$ cat src/hdl/ncp_pkg.sv
// Shared types and constants for the narrow channel packer.
`default_nettype none
package ncp_pkg;

    localparam int BPC_W   = 4;
    localparam int ACC_W   = 7;
    localparam int FILL_W  = 3;
    localparam int BYTE_W  = 8;
    localparam int KIND_W  = 2;

    localparam logic [BPC_W-1:0] BPC_RESET = 4'd7;

    // result kinds
    localparam logic [KIND_W-1:0] KIND_CODED = 2'd0;
    localparam logic [KIND_W-1:0] KIND_EXTRA = 2'd1;
    localparam logic [KIND_W-1:0] KIND_UNSUP = 2'd2;
    localparam logic [KIND_W-1:0] KIND_OVFL  = 2'd3;

    // output queue geometry
    localparam int OQ_DEPTH = 4;
    localparam int OQ_AW    = 2;
    localparam int OQ_CW    = 3;

    typedef struct packed {
        logic [BYTE_W-1:0] out_byte;
        logic [KIND_W-1:0] kind;
        logic              unchanged;
        logic              last_out;
    } ncp_result_t;

endpackage : ncp_pkg
`default_nettype wire

$ cat src/hdl/ncp_extra_mem.sv
// Extra character store: one write port, one read port, registered read data.
`default_nettype none
module ncp_extra_mem #(
    parameter int DEPTH = 32,
    parameter int AW    = 5
) (
    input  wire logic                     clk,
    input  wire logic                     wr_en,
    input  wire logic [AW-1:0]            wr_addr,
    input  wire logic [ncp_pkg::ACC_W-1:0] wr_data,
    input  wire logic                     rd_en,
    input  wire logic [AW-1:0]            rd_addr,
    output logic      [ncp_pkg::ACC_W-1:0] rd_data
);
    import ncp_pkg::*;

    logic [ACC_W-1:0] store_mem [DEPTH];

    always_ff @(posedge clk)
    begin
        if (wr_en)
        begin
            store_mem[wr_addr] <= wr_data;
        end
    end

    always_ff @(posedge clk)
    begin
        if (rd_en)
        begin
            rd_data <= store_mem[rd_addr];
        end
    end

endmodule : ncp_extra_mem
`default_nettype wire

$ cat src/hdl/ncp_out_fifo.sv
// Small output queue decoupling the coder from the result stream.
`default_nettype none
module ncp_out_fifo (
    input  wire logic                     clk,
    input  wire logic                     rst_n,
    input  wire logic                     push,
    input  wire ncp_pkg::ncp_result_t     push_data,
    input  wire logic                     pop_ready,
    output logic                          pop_valid,
    output ncp_pkg::ncp_result_t          pop_data,
    output logic      [ncp_pkg::OQ_CW-1:0] count
);
    import ncp_pkg::*;

    ncp_result_t       entry_reg [OQ_DEPTH];
    logic [OQ_AW-1:0]  wr_ptr_reg;
    logic [OQ_AW-1:0]  rd_ptr_reg;
    logic [OQ_CW-1:0]  count_reg;
    logic [OQ_CW-1:0]  count_next;
    logic              pop;

    assign pop_valid = (count_reg != '0);
    assign pop_data  = entry_reg[rd_ptr_reg];
    assign pop       = pop_valid && pop_ready;
    assign count     = count_reg;

    always_comb
    begin
        unique case ({push, pop})
            2'b10:   count_next = count_reg + OQ_CW'(1);
            2'b01:   count_next = count_reg - OQ_CW'(1);
            default: count_next = count_reg;
        endcase
    end

    always_ff @(posedge clk)
    begin
        if (push)
        begin
            entry_reg[wr_ptr_reg] <= push_data;
        end
    end

    always_ff @(posedge clk or negedge rst_n)
    begin
        if (!rst_n)
        begin
            wr_ptr_reg <= '0;
            rd_ptr_reg <= '0;
            count_reg  <= '0;
        end
        else
        begin
            if (push)
            begin
                wr_ptr_reg <= wr_ptr_reg + OQ_AW'(1);
            end
            if (pop)
            begin
                rd_ptr_reg <= rd_ptr_reg + OQ_AW'(1);
            end
            count_reg <= count_next;
        end
    end

endmodule : ncp_out_fifo
`default_nettype wire

$ cat src/hdl/ncp_coder.sv
// Coder: block state, high-bit grouping, extra store access and drain sequencer.
`default_nettype none
module ncp_coder #(
    parameter int MAX_BLOCK = 32,
    parameter int AW        = 5,
    parameter int CW        = 6
) (
    input  wire logic                       clk,
    input  wire logic                       rst_n,
    input  wire logic                       cfg_valid,
    output logic                            cfg_ready,
    input  wire logic [ncp_pkg::BPC_W-1:0]  cfg_data,
    input  wire logic                       in_valid,
    output logic                            in_ready,
    input  wire logic [ncp_pkg::BYTE_W-1:0] in_data,
    input  wire logic                       in_last,
    input  wire logic [ncp_pkg::OQ_CW-1:0]  fifo_count,
    output logic                            push,
    output ncp_pkg::ncp_result_t            push_data,
    output logic                            mem_wr_en,
    output logic      [AW-1:0]              mem_wr_addr,
    output logic      [ncp_pkg::ACC_W-1:0]  mem_wr_data,
    output logic                            mem_rd_en,
    output logic      [AW-1:0]              mem_rd_addr,
    input  wire logic [ncp_pkg::ACC_W-1:0]  mem_rd_data
);
    import ncp_pkg::*;

    localparam logic [0:0]    ST_IDLE  = 1'b0;
    localparam logic [0:0]    ST_DRAIN = 1'b1;
    localparam logic [CW-1:0] MAX_CNT  = CW'(MAX_BLOCK);

    logic [0:0]        state_reg;
    logic [BPC_W-1:0]  bpc_reg;
    logic [ACC_W-1:0]  group_accum_reg;
    logic [FILL_W-1:0] group_fill_reg;
    logic [CW-1:0]     extra_count_reg;
    logic [CW-1:0]     byte_count_reg;
    logic              any_high_reg;
    logic [CW-1:0]     drain_total_reg;
    logic [CW-1:0]     rd_idx_reg;
    logic              rd_pending_reg;
    logic              rd_last_reg;

    logic              idle;
    logic              room;
    logic              accept;
    logic              mode_pass;
    logic              mode_code;
    logic [1:0]        n_sel;
    logic [3:0]        hi;
    logic [BYTE_W-1:0] lo;
    logic [FILL_W-1:0] cost;
    logic [ACC_W-1:0]  acc_shift;
    logic              ovfl;
    logic              coded;
    logic [FILL_W-1:0] fill_inc;
    logic              grp_done;
    logic [ACC_W-1:0]  eff_acc;
    logic [FILL_W-1:0] eff_fill;
    logic              eff_any;
    logic              store;
    logic              store_ok;
    logic [CW-1:0]     ext_new;
    logic              drain;
    logic              issue;
    logic              issue_last;
    ncp_result_t       in_res;
    ncp_result_t       rd_res;

    assign idle      = (state_reg == ST_IDLE);
    assign room      = ((fifo_count + OQ_CW'(rd_pending_reg)) < OQ_CW'(OQ_DEPTH));
    assign cfg_ready = idle && !rd_pending_reg;
    assign in_ready  = idle && !rd_pending_reg && room && !cfg_valid;
    assign accept    = in_valid && in_ready;

    assign mode_pass = bpc_reg[3];
    assign mode_code = (bpc_reg[3:2] == 2'b01);
    assign n_sel     = bpc_reg[1:0];

    // N = 4..7 selects M = 4..1 high bits and group cost 1,1,3,7
    always_comb
    begin
        unique case (n_sel)
            2'd0:
            begin
                hi        = in_data[7:4];
                lo        = {4'b0, in_data[3:0]};
                cost      = 3'd1;
                acc_shift = {group_accum_reg[2:0], in_data[7:4]};
            end
            2'd1:
            begin
                hi        = {1'b0, in_data[7:5]};
                lo        = {3'b0, in_data[4:0]};
                cost      = 3'd1;
                acc_shift = {group_accum_reg[3:0], in_data[7:5]};
            end
            2'd2:
            begin
                hi        = {2'b0, in_data[7:6]};
                lo        = {2'b0, in_data[5:0]};
                cost      = 3'd3;
                acc_shift = {group_accum_reg[4:0], in_data[7:6]};
            end
            default:
            begin
                hi        = {3'b0, in_data[7]};
                lo        = {1'b0, in_data[6:0]};
                cost      = 3'd7;
                acc_shift = {group_accum_reg[5:0], in_data[7]};
            end
        endcase
    end

    assign ovfl     = (byte_count_reg >= MAX_CNT);
    assign coded    = mode_code && !ovfl;
    assign fill_inc = group_fill_reg + FILL_W'(1);
    assign grp_done = coded && (fill_inc >= cost);
    assign eff_acc  = coded ? acc_shift : group_accum_reg;
    assign eff_fill = coded ? fill_inc : group_fill_reg;
    assign eff_any  = any_high_reg || (coded && (hi != 4'd0));
    // a full group, or the partial group left at end of block
    assign store    = mode_code && (grp_done || (in_last && (eff_fill != '0)));
    assign store_ok = store && (extra_count_reg < MAX_CNT);
    assign ext_new  = extra_count_reg + CW'(store_ok);
    assign drain    = mode_code && in_last && eff_any;

    assign mem_wr_en   = accept && store_ok;
    assign mem_wr_addr = extra_count_reg[AW-1:0];
    assign mem_wr_data = eff_acc;

    always_comb
    begin
        priority if (mode_pass)
        begin
            in_res = '{out_byte: in_data, kind: KIND_CODED,
                       unchanged: in_last, last_out: in_last};
        end
        else if (!mode_code)
        begin
            in_res = '{out_byte: '0, kind: KIND_UNSUP,
                       unchanged: 1'b0, last_out: in_last};
        end
        else if (ovfl)
        begin
            in_res = '{out_byte: '0, kind: KIND_OVFL,
                       unchanged: in_last && !eff_any, last_out: in_last && !eff_any};
        end
        else
        begin
            in_res = '{out_byte: lo, kind: KIND_CODED,
                       unchanged: in_last && !eff_any, last_out: in_last && !eff_any};
        end
    end

    assign rd_res = '{out_byte: {1'b0, mem_rd_data}, kind: KIND_EXTRA,
                      unchanged: 1'b0, last_out: rd_last_reg};

    // input accepts wait out any read in flight, so the two never collide
    assign push      = accept || rd_pending_reg;
    assign push_data = rd_pending_reg ? rd_res : in_res;

    assign issue       = (state_reg == ST_DRAIN) && room;
    assign issue_last  = ((rd_idx_reg + CW'(1)) == drain_total_reg);
    assign mem_rd_en   = issue;
    assign mem_rd_addr = rd_idx_reg[AW-1:0];

    always_ff @(posedge clk or negedge rst_n)
    begin
        if (!rst_n)
        begin
            state_reg       <= ST_IDLE;
            bpc_reg         <= BPC_RESET;
            group_accum_reg <= '0;
            group_fill_reg  <= '0;
            extra_count_reg <= '0;
            byte_count_reg  <= '0;
            any_high_reg    <= 1'b0;
            drain_total_reg <= '0;
            rd_idx_reg      <= '0;
            rd_pending_reg  <= 1'b0;
            rd_last_reg     <= 1'b0;
        end
        else
        begin
            rd_pending_reg <= issue;
            if (issue)
            begin
                rd_last_reg <= issue_last;
                rd_idx_reg  <= rd_idx_reg + CW'(1);
                if (issue_last)
                begin
                    state_reg <= ST_IDLE;
                end
            end

            if (cfg_valid && cfg_ready)
            begin
                bpc_reg         <= cfg_data;
                group_accum_reg <= '0;
                group_fill_reg  <= '0;
                extra_count_reg <= '0;
                byte_count_reg  <= '0;
                any_high_reg    <= 1'b0;
            end
            else if (accept)
            begin
                if (in_last)
                begin
                    group_accum_reg <= '0;
                    group_fill_reg  <= '0;
                    extra_count_reg <= '0;
                    byte_count_reg  <= '0;
                    any_high_reg    <= 1'b0;
                    if (drain)
                    begin
                        state_reg       <= ST_DRAIN;
                        drain_total_reg <= ext_new;
                        rd_idx_reg      <= '0;
                    end
                end
                else if (mode_code)
                begin
                    group_accum_reg <= grp_done ? '0 : eff_acc;
                    group_fill_reg  <= grp_done ? '0 : eff_fill;
                    extra_count_reg <= ext_new;
                    byte_count_reg  <= byte_count_reg + CW'(coded);
                    any_high_reg    <= eff_any;
                end
            end
        end
    end

`ifndef SYNTHESIS
    a_no_push_collision: assert property (@(posedge clk) disable iff (!rst_n)
        !(accept && rd_pending_reg))
        else $error("input accept collides with extra read");

    a_queue_no_overflow: assert property (@(posedge clk) disable iff (!rst_n)
        !(push && (fifo_count == OQ_CW'(OQ_DEPTH))))
        else $error("output queue overflow");

    a_drain_in_range: assert property (@(posedge clk) disable iff (!rst_n)
        (state_reg == ST_DRAIN) |-> (rd_idx_reg < drain_total_reg))
        else $error("drain index beyond stored extras");

    a_extras_bounded: assert property (@(posedge clk) disable iff (!rst_n)
        extra_count_reg <= byte_count_reg)
        else $error("more extras than coded bytes");

    a_read_follows_issue: assert property (@(posedge clk) disable iff (!rst_n)
        mem_rd_en |=> rd_pending_reg)
        else $error("extra read lost");
`endif

endmodule : ncp_coder
`default_nettype wire

$ cat src/hdl/narrow_channel_packer.sv
// Top level of the narrow channel packer: coder, extra store and output queue.
// A byte's result is pushed into the output queue in the cycle its request is accepted.
// Throughput: one byte per cycle in a block; a full output queue or a waiting cfg stalls
//   requests. A last byte ending a block with high bits set drains E <= MAX_BLOCK extras,
//   one read per cycle given queue room; new bytes wait until the last read is pushed.
// Reset: rst_n clears the block state and sets bits_per_char to 7; extra store not cleared.
`default_nettype none
module narrow_channel_packer #(
    parameter int MAX_BLOCK = 32
) (
    input  wire logic        clk,
    input  wire logic        rst_n,
    // configuration: bits_per_char
    input  wire logic        cfg_valid,
    output logic             cfg_ready,
    input  wire logic [3:0]  cfg_data,
    // input bytes
    input  wire logic        s_axis_tvalid,
    output logic             s_axis_tready,
    input  wire logic [7:0]  s_axis_tdata,   // [7:0] data_byte
    input  wire logic        s_axis_tlast,   // last_in
    // results
    output logic             m_axis_tvalid,
    input  wire logic        m_axis_tready,
    output logic      [7:0]  m_axis_tdata,   // [7:0] out_byte
    output logic      [2:0]  m_axis_tuser,   // [1:0] kind, [2] unchanged
    output logic             m_axis_tlast    // last_out
);
    import ncp_pkg::*;

    localparam int AW = $clog2(MAX_BLOCK);
    localparam int CW = $clog2(MAX_BLOCK + 1);

    logic              push;
    ncp_result_t       push_data;
    ncp_result_t       head;
    logic [OQ_CW-1:0]  fifo_count;
    logic              mem_wr_en;
    logic [AW-1:0]     mem_wr_addr;
    logic [ACC_W-1:0]  mem_wr_data;
    logic              mem_rd_en;
    logic [AW-1:0]     mem_rd_addr;
    logic [ACC_W-1:0]  mem_rd_data;

    // Coder owns all block state; bytes are masked on accept, high bits are grouped
    // and each finished group is written to the extra store at the extras count.
    ncp_coder #(
        .MAX_BLOCK (MAX_BLOCK),
        .AW        (AW),
        .CW        (CW)
    ) u_coder (
        .clk         (clk),
        .rst_n       (rst_n),
        .cfg_valid   (cfg_valid),
        .cfg_ready   (cfg_ready),
        .cfg_data    (cfg_data),
        .in_valid    (s_axis_tvalid),
        .in_ready    (s_axis_tready),
        .in_data     (s_axis_tdata),
        .in_last     (s_axis_tlast),
        .fifo_count  (fifo_count),
        .push        (push),
        .push_data   (push_data),
        .mem_wr_en   (mem_wr_en),
        .mem_wr_addr (mem_wr_addr),
        .mem_wr_data (mem_wr_data),
        .mem_rd_en   (mem_rd_en),
        .mem_rd_addr (mem_rd_addr),
        .mem_rd_data (mem_rd_data)
    );

    // Writes happen only on byte accepts and reads only while draining, so one
    // entry is never written and read in the same cycle.
    ncp_extra_mem #(
        .DEPTH (MAX_BLOCK),
        .AW    (AW)
    ) u_extra_mem (
        .clk     (clk),
        .wr_en   (mem_wr_en),
        .wr_addr (mem_wr_addr),
        .wr_data (mem_wr_data),
        .rd_en   (mem_rd_en),
        .rd_addr (mem_rd_addr),
        .rd_data (mem_rd_data)
    );

    // Output queue; the coder reserves a slot for every request and read in flight.
    ncp_out_fifo u_out_fifo (
        .clk       (clk),
        .rst_n     (rst_n),
        .push      (push),
        .push_data (push_data),
        .pop_ready (m_axis_tready),
        .pop_valid (m_axis_tvalid),
        .pop_data  (head),
        .count     (fifo_count)
    );

    assign m_axis_tdata = head.out_byte;
    assign m_axis_tuser = {head.unchanged, head.kind};
    assign m_axis_tlast = head.last_out;

endmodule : narrow_channel_packer
`default_nettype wire
$ cat config.mk
export PLATFORM = sky130hd
export DESIGN_NAME = narrow_channel_packer
export DESIGN_NICKNAME = d
export VERILOG_FILES = /design/src/hdl/ncp_pkg.sv /design/src/hdl/ncp_extra_mem.sv /design/src/hdl/ncp_out_fifo.sv /design/src/hdl/ncp_coder.sv /design/src/hdl/narrow_channel_packer.sv
export SDC_FILE = /design/constraint.sdc
export NUM_CORES = 1
export LEC_CHECK = 0
export BUFFER_PORTS_ARGS = -buffer_cell sky130_fd_sc_hd__buf_2
export CORE_ASPECT_RATIO = 0.9
export CORE_MARGIN = 5
export CORE_UTILIZATION = 60
export CTS_CLUSTER_DIAMETER = 60
export CTS_CLUSTER_SIZE = 10
export DETAILED_ROUTE_END_ITERATION = 8
export GPL_TIMING_DRIVEN = 0
export PLACE_DENSITY_LB_ADDON = 0.08
export SLEW_MARGIN = 20
export SYNTH_ARGS = -nofsm -noshare
export SYNTH_HDL_FRONTEND = slang
export SYNTH_SLANG_ARGS = --single-unit
export TNS_END_PERCENT = 100
$ cat constraint.sdc
create_clock -name clk -period 6.05 [get_ports clk]
set_clock_uncertainty 0.2 [all_clocks]
set_input_delay 0 -clock clk [delete_from_list [all_inputs] [get_ports clk]]
set_output_delay 0 -clock clk [all_outputs]
set_load 0.01 [all_outputs]
==> results of run 1 <==
-- Yosys cell counts, drive strengths merged (9+ instances only) --
cell    instances
mux4           82
inv            17
clkbuf         25
nand3          11
nor2           31
nand2          52
a21oi          19
edfxtp        279
dfrtp          46
o21ai          28
ha             13
nor3           21
buf            24
nor2b          11
xor2           11
xnor2          13
mux2i           9
nor4           17
mux2           15
-- routing by layer --
| layer | vias to the layer above | wire length (µm) | global-route usage |
|---|---|---|---|
| met5 | - | 0 | 0 |
| met4 | 0 | 628 | 0.06350 |
| met3 | 50 | 1764 | 0.03594 |
| met2 | 279 | 14000 | 0.3627 |
| met1 | 3831 | 12200 | 0.3233 |
| li1 | 3355 | - | - |
-- critical path: stages (launching register included) --
cell and delay [ps]:
dfstp_2 510, clkbuf_1 300, inv_1 120, clkbuf_1 230, ha_1 320, nor2b_1 130
o21ai_0 150, a21oi_1 150, a21oi_2 380, buf_2 380, nor3_1 90, ha_1 220
ha_1 260, nand3_1 120, xor2_1 200, o21ai_1 100
-- how the worst max path moves through the flow --
stage	start	end	slack (ps)	cells after the start
floorplan	u_coder.bpc_reg[0]	u_extra_mem.store_mem[19][0]	2510	9
global placement	u_coder.bpc_reg[0]	u_extra_mem.store_mem[9][3]	1710	9
detailed placement	u_coder.bpc_reg[0]	u_extra_mem.store_mem[20][4]	1970	9
CTS	u_coder.bpc_reg[0]	u_extra_mem.store_mem[20][1]	1950	9
global route	u_coder.bpc_reg[1]	u_coder.drain_total_reg[4]	1800	15
finish	u_coder.bpc_reg[1]	u_coder.extra_count_reg[4]	2080	15
-- final cells by class --
class,count,share of cell area
well taps,297,0.02328
plain buffers,49,0.01513
clock inverters,4,0.003997
inverters,18,0.004311
multi-input cells,400,0.2568
flip-flops and latches,328,0.6019
clock buffers,51,0.06529
repair buffers,70,0.02931
-- cells in the final DEF (no fill, tap or decap), types with 4 or more instances in the layout --
master and n:
nor2b_1 7, mux2_2 13, mux4_2 82, nor2b_2 4, ha_1 13, xnor2_1 13
inv_1 16, nand3_1 11, nor4b_2 4, o21ai_1 7, nor2_1 31, nor3_2 13
dlygate4sd3_1 23, edfxtp_1 279, buf_1 7, a21oi_1 18, mux2i_1 9, clkbuf_1 36
buf_2 60, o21a_1 5, a21o_1 4, o31ai_1 8, dfrtp_1 46, xor2_1 11
nand2b_1 6, clkbuf_16 40, a22o_1 4, nor3_1 8, o21ai_0 21, nor4_2 15
nand2_1 51
-- cell families after synthesis --
group,count (synthesis)
AOI/OAI and AO/OA,79
xor gates and xnor gates,24
and+or+nand+nor,177
adders and majority gates,14
buffers and inverters,67
muxes,106
DFF,328
-- timing repair --
item | in CTS | in global routing
hold buffers | 22 | 1
endpoints found under the hold margin | 106 | 46
resized for setup | 0 | 0
-- power by group through the flow --
| stage | sequential [mW] | combinational, mW | clock [mW] |
|---|---|---|---|
| 2_1_floorplan | 3.04 | 1.72 | 0 |
| 3_3_place_gp | 3.07 | 2.34 | 0 |
| 3_5_place_dp | 3.09 | 2.45 | 0 |
| 4_1_cts | 3.05 | 2.48 | 2.11 |
| 5_1_grt | 3.06 | 2.68 | 2.21 |
| 6_report | 3.04 | 2.46 | 2.07 |
==> key figures, run 1 <==
Outcome
  • Outcome: finished, final reports clean

Yosys
  • Yosys top cell by area: edfxtp_1
  • Synth Area in Compound Gates: 0.03538
  • Main synth FF type: edfxtp_1
  • Cells after Synth: between 700 and 800
  • EDFF count, synth: about 280
  • Post-synthesis sequential area ratio: 0.6949
  • Adder-Cell Fraction of Synth Area: 0.01321
  • Synth cell types: 58
  • Ranking of synthesized cells by area: edfxtp_1, mux4_2, dfrtp_1
  • #FFs+latches synth: 328
  • Synth top area share: 0.6059
  • Multiplexer share of the synthesized area: 0.1523
  • Simple-Gate Fraction of Synth Area: 0.06660
  • Synth warn: 0
  • Mapped cell area: 13830 µm²
  • XOR/XNOR Fraction of Synth Area: 0.01520
  • Syn Nets: 827
  • Asr flop ratio synth: 0.1494
  • Largest family of logic cells by synthesized area: multiplexers
  • Synthesized area per cell: ~17 µm²

Global routing
  • GRT Resource Usage Total: 0.2243
  • Global-route wire length before repair: 44670 µm
  • Vias in the first global route: approximately 8000
  • GRT overflow: 0
  • Initial antenna violation count: 0
  • Largest net degree at the start of global routing: 50

Setup path
  • Worst Setup Start Kind: register
  • Crit path DAT: between 4000 and 5000 ps
  • R2R Path End: u_coder.extra_count_reg[4]
  • CP endpoint kind: register
  • CP required: 6250 ps
  • Worst R2R Start: u_coder.bpc_reg[1]
  • Worst R2R Path Depth: 15
  • R2r setup slk: 2080 ps
  • Worst setup path category: register to register
  • Crit-path max FO: 10

STA
  • Slew margin rel.: 0.3184
  • Min cycle time layout: 3971 ps
  • Final TNS setup: 0 ps
  • Measured slew at the worst slew-check pin: 1015 ps
  • RSZ-0062 raised after global routing: no
  • Hold Fails Final Rpt: 0
  • Highest Clock Rate: 251.8 MHz
  • Period utilization: 0.6564
  • Endpoints failing setup: 0
  • Hold WS: 58.83 ps
  • Slack of the critical path: 2079 ps
  • Max Slew Vio Count: 0

Worst hold path
  • Hold path startpoint: cfg_data[1]
  • Min-Delay Endpoint: u_coder.bpc_reg[1]
  • Cell depth of the worst hold path: 3
  • Worst min path class: input pin to register

Placed design
  • Placer Congestion: 0.9420
  • Placed inst area: approximately 15000 µm²
  • Dpl cells: ~1100
  • Pre-CTS setup slack: between 1500 and 2000 ps
  • PortBufs: 32
  • HPWL Detailed: 19590 µm

Floorplan
  • Die Wd: 170.0 µm
  • Row Count: 52
  • Core ar.: 22580 µm²
  • Starting Density: 0.6124
  • Die Ht: 154.0 µm
  • Die area: 26180 µm²
  • I/O Pins: 33

Final layout
  • Share of cells above drive strength 1: 0.2674
  • Nets: 938
  • Fin area: about 16000 µm²
  • N_diodes: 0
  • Max reg flops: between 200 and 250
  • Non-filler cells, final: roughly 1200
  • Multi-input gate area: 4099 µm²
  • Final core utilization: 0.7070
  • P&R area growth vs syn: 15.45%
  • Filler Cells Inserted: 1404
  • Reg area: between 9000 and 10000 µm²

Power
  • Switching share of total power: 0.3139
  • Maximum VDD drop: about 0.33 mV
  • Power Internal: ~5.2 mW
  • Total chip power: approximately 7.6 mW
  • Static leakage: 5.505 nW
  • Clk pwr share: 0.273
  • Flop pwr share: 0.402
  • Net switching power: 2.377 mW
  • Comb power frac: 0.325
  • Cell area power density: 474.4 nW/µm²

Route
  • DRT Pass-1 Iters: 6
  • Routed Antenna Nets: 0
  • Total Wirelength: 28600 µm
  • Drt first-iter violations: 708
  • Drt drc: 0
  • Via count: 7515
  • Via-to-Cell Ratio: 6.175
  • DR WL/cell: 23.50 µm

Clock network
  • Clk Latency, worst-skew pair: 520 ps
  • Worst-path clk slew: ~60 ps
  • CTS sink cnt: 328
  • Post-CTS setup buffers: 0
  • Num CTS Buffers: 39
  • TritonCTS clock tree: yes
  • Htree depth: 2
  • Clock buffer depth: 3
  • Clk root buf: clkbuf_16

Job
  • Max_cap viols: 0
No activity file was read; power rests on OpenSTA's default activity.
==> inputs of run 2 (changes only) <==
==> constraint.sdc (replaced) <==
create_clock -name clk -period 4.1 [get_ports clk]
set_clock_uncertainty 0.2 [all_clocks]
set_input_delay 0 -clock clk [delete_from_list [all_inputs] [get_ports clk]]
set_output_delay 0 -clock clk [all_outputs]
set_load 0.01 [all_outputs]
==> run 2 against run 1 <==
Effect of this change:
- sequential power rose by 48%
- fmax rose by 5.3%
- die area stayed put
- hold slack worse by 3.1 ps
- sequential share of layout area hardly changed
- largest power group unchanged
==> key figures, run 2 (synthesized netlist as in run 1, its figures left out) <==
Floorplan
  • Starting Density: 0.6124 (unchanged)
  • Die area: 26180 µm² (unchanged)
  • Core ar.: 22580 µm² (unchanged)
  • I/O Pins: 33 (unchanged)
  • Die Wd: 170.0 µm (unchanged)
  • Row Count: 52 (unchanged)
  • Die Ht: 154.0 µm (unchanged)

Placed design
  • Placed inst area: 14600 µm² (unchanged)
  • Placer Congestion: 0.9420 (unchanged)
  • PortBufs: 32 (unchanged)
  • HPWL Detailed: 19590 µm (unchanged)

Clock network
  • Worst-path clk slew: 50 ps (about the same)
  • Clk root buf: clkbuf_16
  • Clock buffer depth: 3 (unchanged)
  • Num CTS Buffers: 39 (unchanged)
  • CTS sink cnt: 328 (unchanged)
  • Clk Latency, worst-skew pair: 520 ps (about the same)
  • Htree depth: 2 (unchanged)
  • TritonCTS clock tree: yes

Outcome
  • Outcome: finished, final reports clean

Global routing
  • GRT overflow: 0 (unchanged)
  • Initial antenna violation count: 0 (unchanged)
  • Global-route wire length before repair: 44670 µm (unchanged)
  • Largest net degree at the start of global routing: 50 (unchanged)
  • GRT Resource Usage Total: 0.2243 (unchanged)
  • Vias in the first global route: 7785 (unchanged)

Final layout
  • Fin area: 15970 µm² (about the same)
  • Nets: 937 (-0.11%)
  • Max reg flops: 224 (unchanged)
  • N_diodes: 0 (unchanged)
  • Most frequent cells in the layout: edfxtp_1, mux4_2, buf_2
  • P&R area growth vs syn: 15.51% (about the same)
  • Share of cells above drive strength 1: 0.2699 (+0.002467)
  • Filler Cells Inserted: 1402 (-0.14%)
  • Commonest non-fill, non-tap cell in the layout: edfxtp_1

Worst hold path
  • Cell depth of the worst hold path: 3 (unchanged)
  • Worst min path class: input pin to register
  • Hold path startpoint: cfg_data[3]
  • Min-Delay Endpoint: u_coder.bpc_reg[3]

Setup path
  • Worst R2R Path Depth: 10 (-5)
  • Crit path DAT: 4030 ps (-140 ps)
  • Crit path launch: u_coder.bpc_reg[2]
  • Crit-path max FO: 8 (-2)
  • CP required: 4360 ps (-1890 ps)
  • Worst path most repeated cell: dlygate4sd3_1
  • CP max stage cell: dfstp_2
  • R2R Path End: u_coder.byte_count_reg[5]
  • R2r setup slk: 330 ps (-1750 ps)
  • CP endpoint kind: register
  • Buf/Inv on CP: 4 (unchanged)
  • Worst Setup Start Kind: register
  • Crit path largest cell delay: 580 ps (+70 ps)
  • Worst setup path category: register to register
  • Worst R2R Start: u_coder.bpc_reg[2]
  • Largest delay share family, worst path: buffers and inverters
  • Crit path cell chain: or3b_1 -> buf_2 -> clkinv_2 -> ha_1 -> and3_1 -> nand4_1 -> or4_1 -> dlygate4sd3_1 -> a21boi_1 -> dlygate4sd3_1

STA
  • Highest Clock Rate: 265.3 MHz (+5.3%)
  • Min cycle time layout: 3770 ps (-201.0 ps)
  • Hold WS: 55.70 ps (-3.128 ps)
  • Period utilization: 0.9195 (+0.2631)
  • Measured slew at the worst slew-check pin: 1048 ps (+33.35 ps)
  • Max Slew Vio Count: 0 (unchanged)
  • RSZ-0062 raised after global routing: no
  • Endpoints failing setup: 0 (unchanged)
  • Slew margin rel.: 0.2960 (-0.02240)
  • Hold Fails Final Rpt: 0 (unchanged)

Route
  • Routed Antenna Nets: 0 (unchanged)
  • Drt drc: 0 (unchanged)
  • WL met3: 1790 µm (+1.5%)
  • Wl on met1: 12260 µm (+0.47%)
  • Drt first-iter violations: 664 (-6.2%)
  • Via count: 7576 (+0.81%)
  • Total Wirelength: 28690 µm (+0.33%)
  • Via-to-Cell Ratio: 6.230 (+0.89%)
  • Met2 WL post-DR: 14010 µm (about the same)
  • DR WL/cell: 23.60 µm (+0.41%)
  • Highest routed layer: met4
  • DRT Pass-1 Iters: 5 (-1)

Power
  • Static leakage: 5.504 nW (about the same)
  • Maximum VDD drop: 0.5073 mV (+52%)
  • Cell area power density: 701.4 nW/µm² (+48%)

Job
  • Max_cap viols: 0 (unchanged)
==> run 2: changes by cell type in the layout (fill, tap and decap cells not counted), sizes merged <==
| cell | change |
|---|---|
| clkbuf | -1 |
==> run 2: worst min-delay path, cell delays in order <==
cell and delay (ps):
dlygate4sd3_1 520, buf_2 90, mux2_2 130
==> run 2: final cells by class <==
type,count,area [µm²],share of cell area
buffer,48,239.0,0.01496
timing repair buffer,70,467.9,0.02930
multi-input combinational,400,4110,0.2573
clock inverter,4,63.81,0.003995
clock buffer,51,1042,0.06526
sequential,328,9608,0.6016
inverter,18,68.82,0.004309
tap,297,371.6,0.02327
==> run 2: timing repair <==
item	in CTS	in global routing
hold buffers	22	1
buffers inserted	0	0
setup endpoints to repair	0	21
resized for setup	0	4
endpoints found under the hold margin	106	46
==> run 2: per-stage QoR <==
| step | utilization | std cells | setup WS [ps] | power, mW | setup TNS (ps) |
|---|---|---|---|---|---|
| 6_report | 0.7074 | 1216 | 330.1 | 11.20 | 0 |
| 5_1_grt | 0.7074 | 1216 | 197.6 | 11.75 | 0 |
| 4_1_cts | 0.7053 | 1216 | 1.293 | 11.27 | 0 |
| 3_5_place_dp | 0.6465 | 1139 | 21.12 | 8.177 | 0 |
| 3_3_place_gp | 0.6360 | 1124 | -243.0 | 7.981 | -16770 |
| 2_1_floorplan | - | 795 | 562.5 | 7.030 | 0 |
==> run 2: how the worst max path moves through the flow <==
stage | to | slack, ps | depth (start not counted)
after floorplan | u_extra_mem.store_mem[19][0] | 560 | 9
after global placement | u_extra_mem.store_mem[9][3] | -240 | 9
after detailed placement | u_extra_mem.store_mem[20][4] | 20 | 9
after CTS | u_extra_mem.store_mem[20][1] | 1 | 9
after global routing | u_coder.byte_count_reg[5] | 200 | 10
final | u_coder.byte_count_reg[5] | 330 | 10
==> run 2: report_power, final <==
group	switching [mW]	total (mW)	internal, mW	leakage, nW
sequential	0.176	4.50	4.33	3.21
clock	1.22	3.05	1.83	0.536
combinational	2.13	3.64	1.52	1.76
total	3.53	11.2	7.67	5.50
==> run 2: layer usage <==
metal | vias to the layer above | global-route usage
met2 | 260 | 0.3627
met4 | 0 | 0.06350
met5 | - | 0
met3 | 54 | 0.03594
met1 | 3904 | 0.3233
li1 | 3358 | -
==> inputs of run 3 (changes only) <==
==> constraint.sdc (replaced) <==
create_clock -name clk -period 3.9 [get_ports clk]
set_clock_uncertainty 0.2 [all_clocks]
set_input_delay 0 -clock clk [delete_from_list [all_inputs] [get_ports clk]]
set_output_delay 0 -clock clk [all_outputs]
set_load 0.01 [all_outputs]
==> run 3 against run 2 <==
Effect of this change:
- final area about the same
- global-route usage about the same
- first-iteration DRC count increased by 13%
- highest routed layer unchanged
- routed wire length down 0.25%
- register-to-register slack got worse by 190 ps
- combinational power is 5% higher
==> key figures, run 3 (synthesized netlist as in run 1, its figures left out) <==
Outcome
  • Outcome: finished, final reports clean

Global routing
  • GRT Resource Usage Total: 0.2242 (about the same)
  • Largest net degree at the start of global routing: 50 (unchanged)
  • Grt peak-use layer: met2
  • GRT overflow: 0 (unchanged)
  • Global-route wire length before repair: 44670 µm (unchanged)
  • Vias in the first global route: 7771 (-0.18%)
  • Initial antenna violation count: 0 (unchanged)
  • GRT met1 Usage: 0.3237 (+0.0003647)
  • GR Util met3: 0.03594 (unchanged)
  • M2 GR Usage: 0.3646 (+0.001890)

Final layout
  • Max reg flops: 224 (unchanged)
  • Most frequent cells in the layout: edfxtp_1, mux4_2, buf_2
  • P&R area growth vs syn: 15.41% (about the same)
  • Share of cells above drive strength 1: 0.2715 (+0.001679)
  • Final core utilization: 0.7068 (about the same)
  • N_diodes: 0 (unchanged)
  • Commonest non-fill, non-tap cell in the layout: edfxtp_1
  • Nets: 935 (-0.21%)

Power
  • Maximum VDD drop: 0.5171 mV (+1.9%)
  • Static leakage: 5.496 nW (-0.16%)
  • Total chip power: 11.76 mW (+5.0%)
  • Cell area power density: 737.0 nW/µm² (+5.1%)

Floorplan
  • Core ar.: 22580 µm² (unchanged)
  • Row Count: 52 (unchanged)
  • Die Ht: 154.0 µm (unchanged)
  • Die Wd: 170.0 µm (unchanged)
  • Die area: 26180 µm² (unchanged)
  • Starting Density: 0.6124 (unchanged)
  • I/O Pins: 33 (unchanged)

Placed design
  • PortBufs: 32 (unchanged)
  • Placer Congestion: 0.9420 (unchanged)
  • HPWL Detailed: 19590 µm (unchanged)
  • Pre-CTS setup slack: -178.9 ps (-200.0 ps)

Clock network
  • Clock buffer depth: 3 (unchanged)
  • Num CTS Buffers: 39 (unchanged)
  • Post-CTS setup buffers: 0 (unchanged)
  • Clk Latency, worst-skew pair: 520 ps (about the same)
  • Htree depth: 2 (unchanged)
  • Clk root buf: clkbuf_16
  • CTS sink cnt: 328 (unchanged)
  • Worst-path clk slew: 50 ps (about the same)
  • TritonCTS clock tree: yes

Setup path
  • Crit path launch: u_coder.bpc_reg[2]
  • Worst R2R Path Depth: 10 (unchanged)
  • Worst R2R Start: u_coder.bpc_reg[2]
  • Crit-path max FO: 8 (unchanged)
  • R2r setup slk: 140 ps (-190 ps)
  • CP required: 4150 ps (-210 ps)
  • Crit path DAT: 4010 ps (-20 ps)
  • Worst setup path category: register to register
  • Worst Setup Start Kind: register
  • CP endpoint kind: register
  • CP endpoint: u_coder.byte_count_reg[5]
  • R2R Path End: u_coder.byte_count_reg[5]

STA
  • Measured slew at the worst slew-check pin: 1030 ps (-18.21 ps)
  • Final TNS setup: 0 ps (unchanged)
  • Highest Clock Rate: 266.3 MHz (+0.39%)
  • RSZ-0062 raised after global routing: no
  • Slew margin rel.: 0.3135 (+0.01752)
  • Slack of the critical path: 144.6 ps (-185.5 ps)
  • Max Slew Vio Count: 0 (unchanged)
  • Period utilization: 0.9629 (+0.04343)
  • Endpoints failing setup: 0 (unchanged)
  • Hold Fails Final Rpt: 0 (unchanged)
  • Min cycle time layout: 3755 ps (-14.52 ps)

Route
  • Drt drc: 0 (unchanged)
  • Via count: 7518 (-0.77%)
  • DRT Pass-1 Iters: 6 (+1)
  • Routed Antenna Nets: 0 (unchanged)
  • Via-to-Cell Ratio: 6.193 (-0.60%)
  • DR WL/cell: 23.58 µm (about the same)
  • Drt first-iter violations: 752 (+13%)
  • Total Wirelength: 28620 µm (-0.25%)

Worst hold path
  • Worst min path class: input pin to register

Job
  • Max_cap viols: 0 (unchanged)
==> run 3: cell count changes in the layout (fill, tap and decap cells not counted), sizes merged <==
cell | before | now
dlygate4sd3 | 23 | 21
clkinv | 3 | 2
inv | 18 | 19
==> run 3: worst min-delay path by stage <==
stage                     cells past startpoint   startpoint                   end  slack (ps)
after detailed placement                      2  cfg_data[2]    u_coder.bpc_reg[2]          40
final                                         3  cfg_data[3]    u_coder.bpc_reg[3]          60
after global routing                          3  cfg_data[3]    u_coder.bpc_reg[3]          60
after CTS                                     3  cfg_data[2]    u_coder.bpc_reg[2]          40
after floorplan                               0        rst_n  u_coder.any_high_reg        -500
after global placement                        2  cfg_data[1]    u_coder.bpc_reg[1]          30
==> run 3: report_power, final <==
group          switching (mW)  internal (mW)  leakage [nW]
Combinational            2.24           1.59          1.75
Sequential              0.184           4.55          3.21
Clock                    1.28           1.92         0.536
Total                    3.70           8.06          5.50
==> run 3: through the flow <==
step | hold slack, ps | cell area, µm² | cells
finish | 58.16 | 15960 | 1214
global route | 62.79 | 15960 | 1214
CTS | 39.36 | 15940 | 1214
detailed placement | 41.48 | 14600 | 1139
global placement | 32.37 | 14360 | 1124
floorplan | -495.6 | 13830 | 795
==> run 3: area by class of cell <==
type	instances	area (µm²)
Sequential cell	328	9608
Fill cell	1399	6619
Multi-Input combinational cell	400	4115
Clock buffer	51	1042
Timing Repair Buffer	68	447.9
Tap cell	297	371.6
Buffer	48	239.0
Inverter	18	70.07
Clock inverter	4	63.81
==> run 3: layer usage <==
metal	vias to the layer above	routed length (µm)
met3	52	1893
li1	3351	-
met5	-	0
met1	3843	12160
met2	272	14020
met4	0	554
==> run 3: critical path, cell delays in order (launching register included) <==
cell and delay [ps]:
dfstp_2 580, or3b_1 340, buf_2 200, inv_4 130, ha_1 180, and3_1 210
nand4_1 130, or4_1 440, dlygate4sd3_1 570, a21boi_1 140, dlygate4sd3_1 560
==> run 3: timing repair <==
item	in CTS	in global routing
cloned	0	0
resized for setup	7	4
hold buffers	20	1
endpoints found under the hold margin	107	46
setup endpoints to repair	41	149
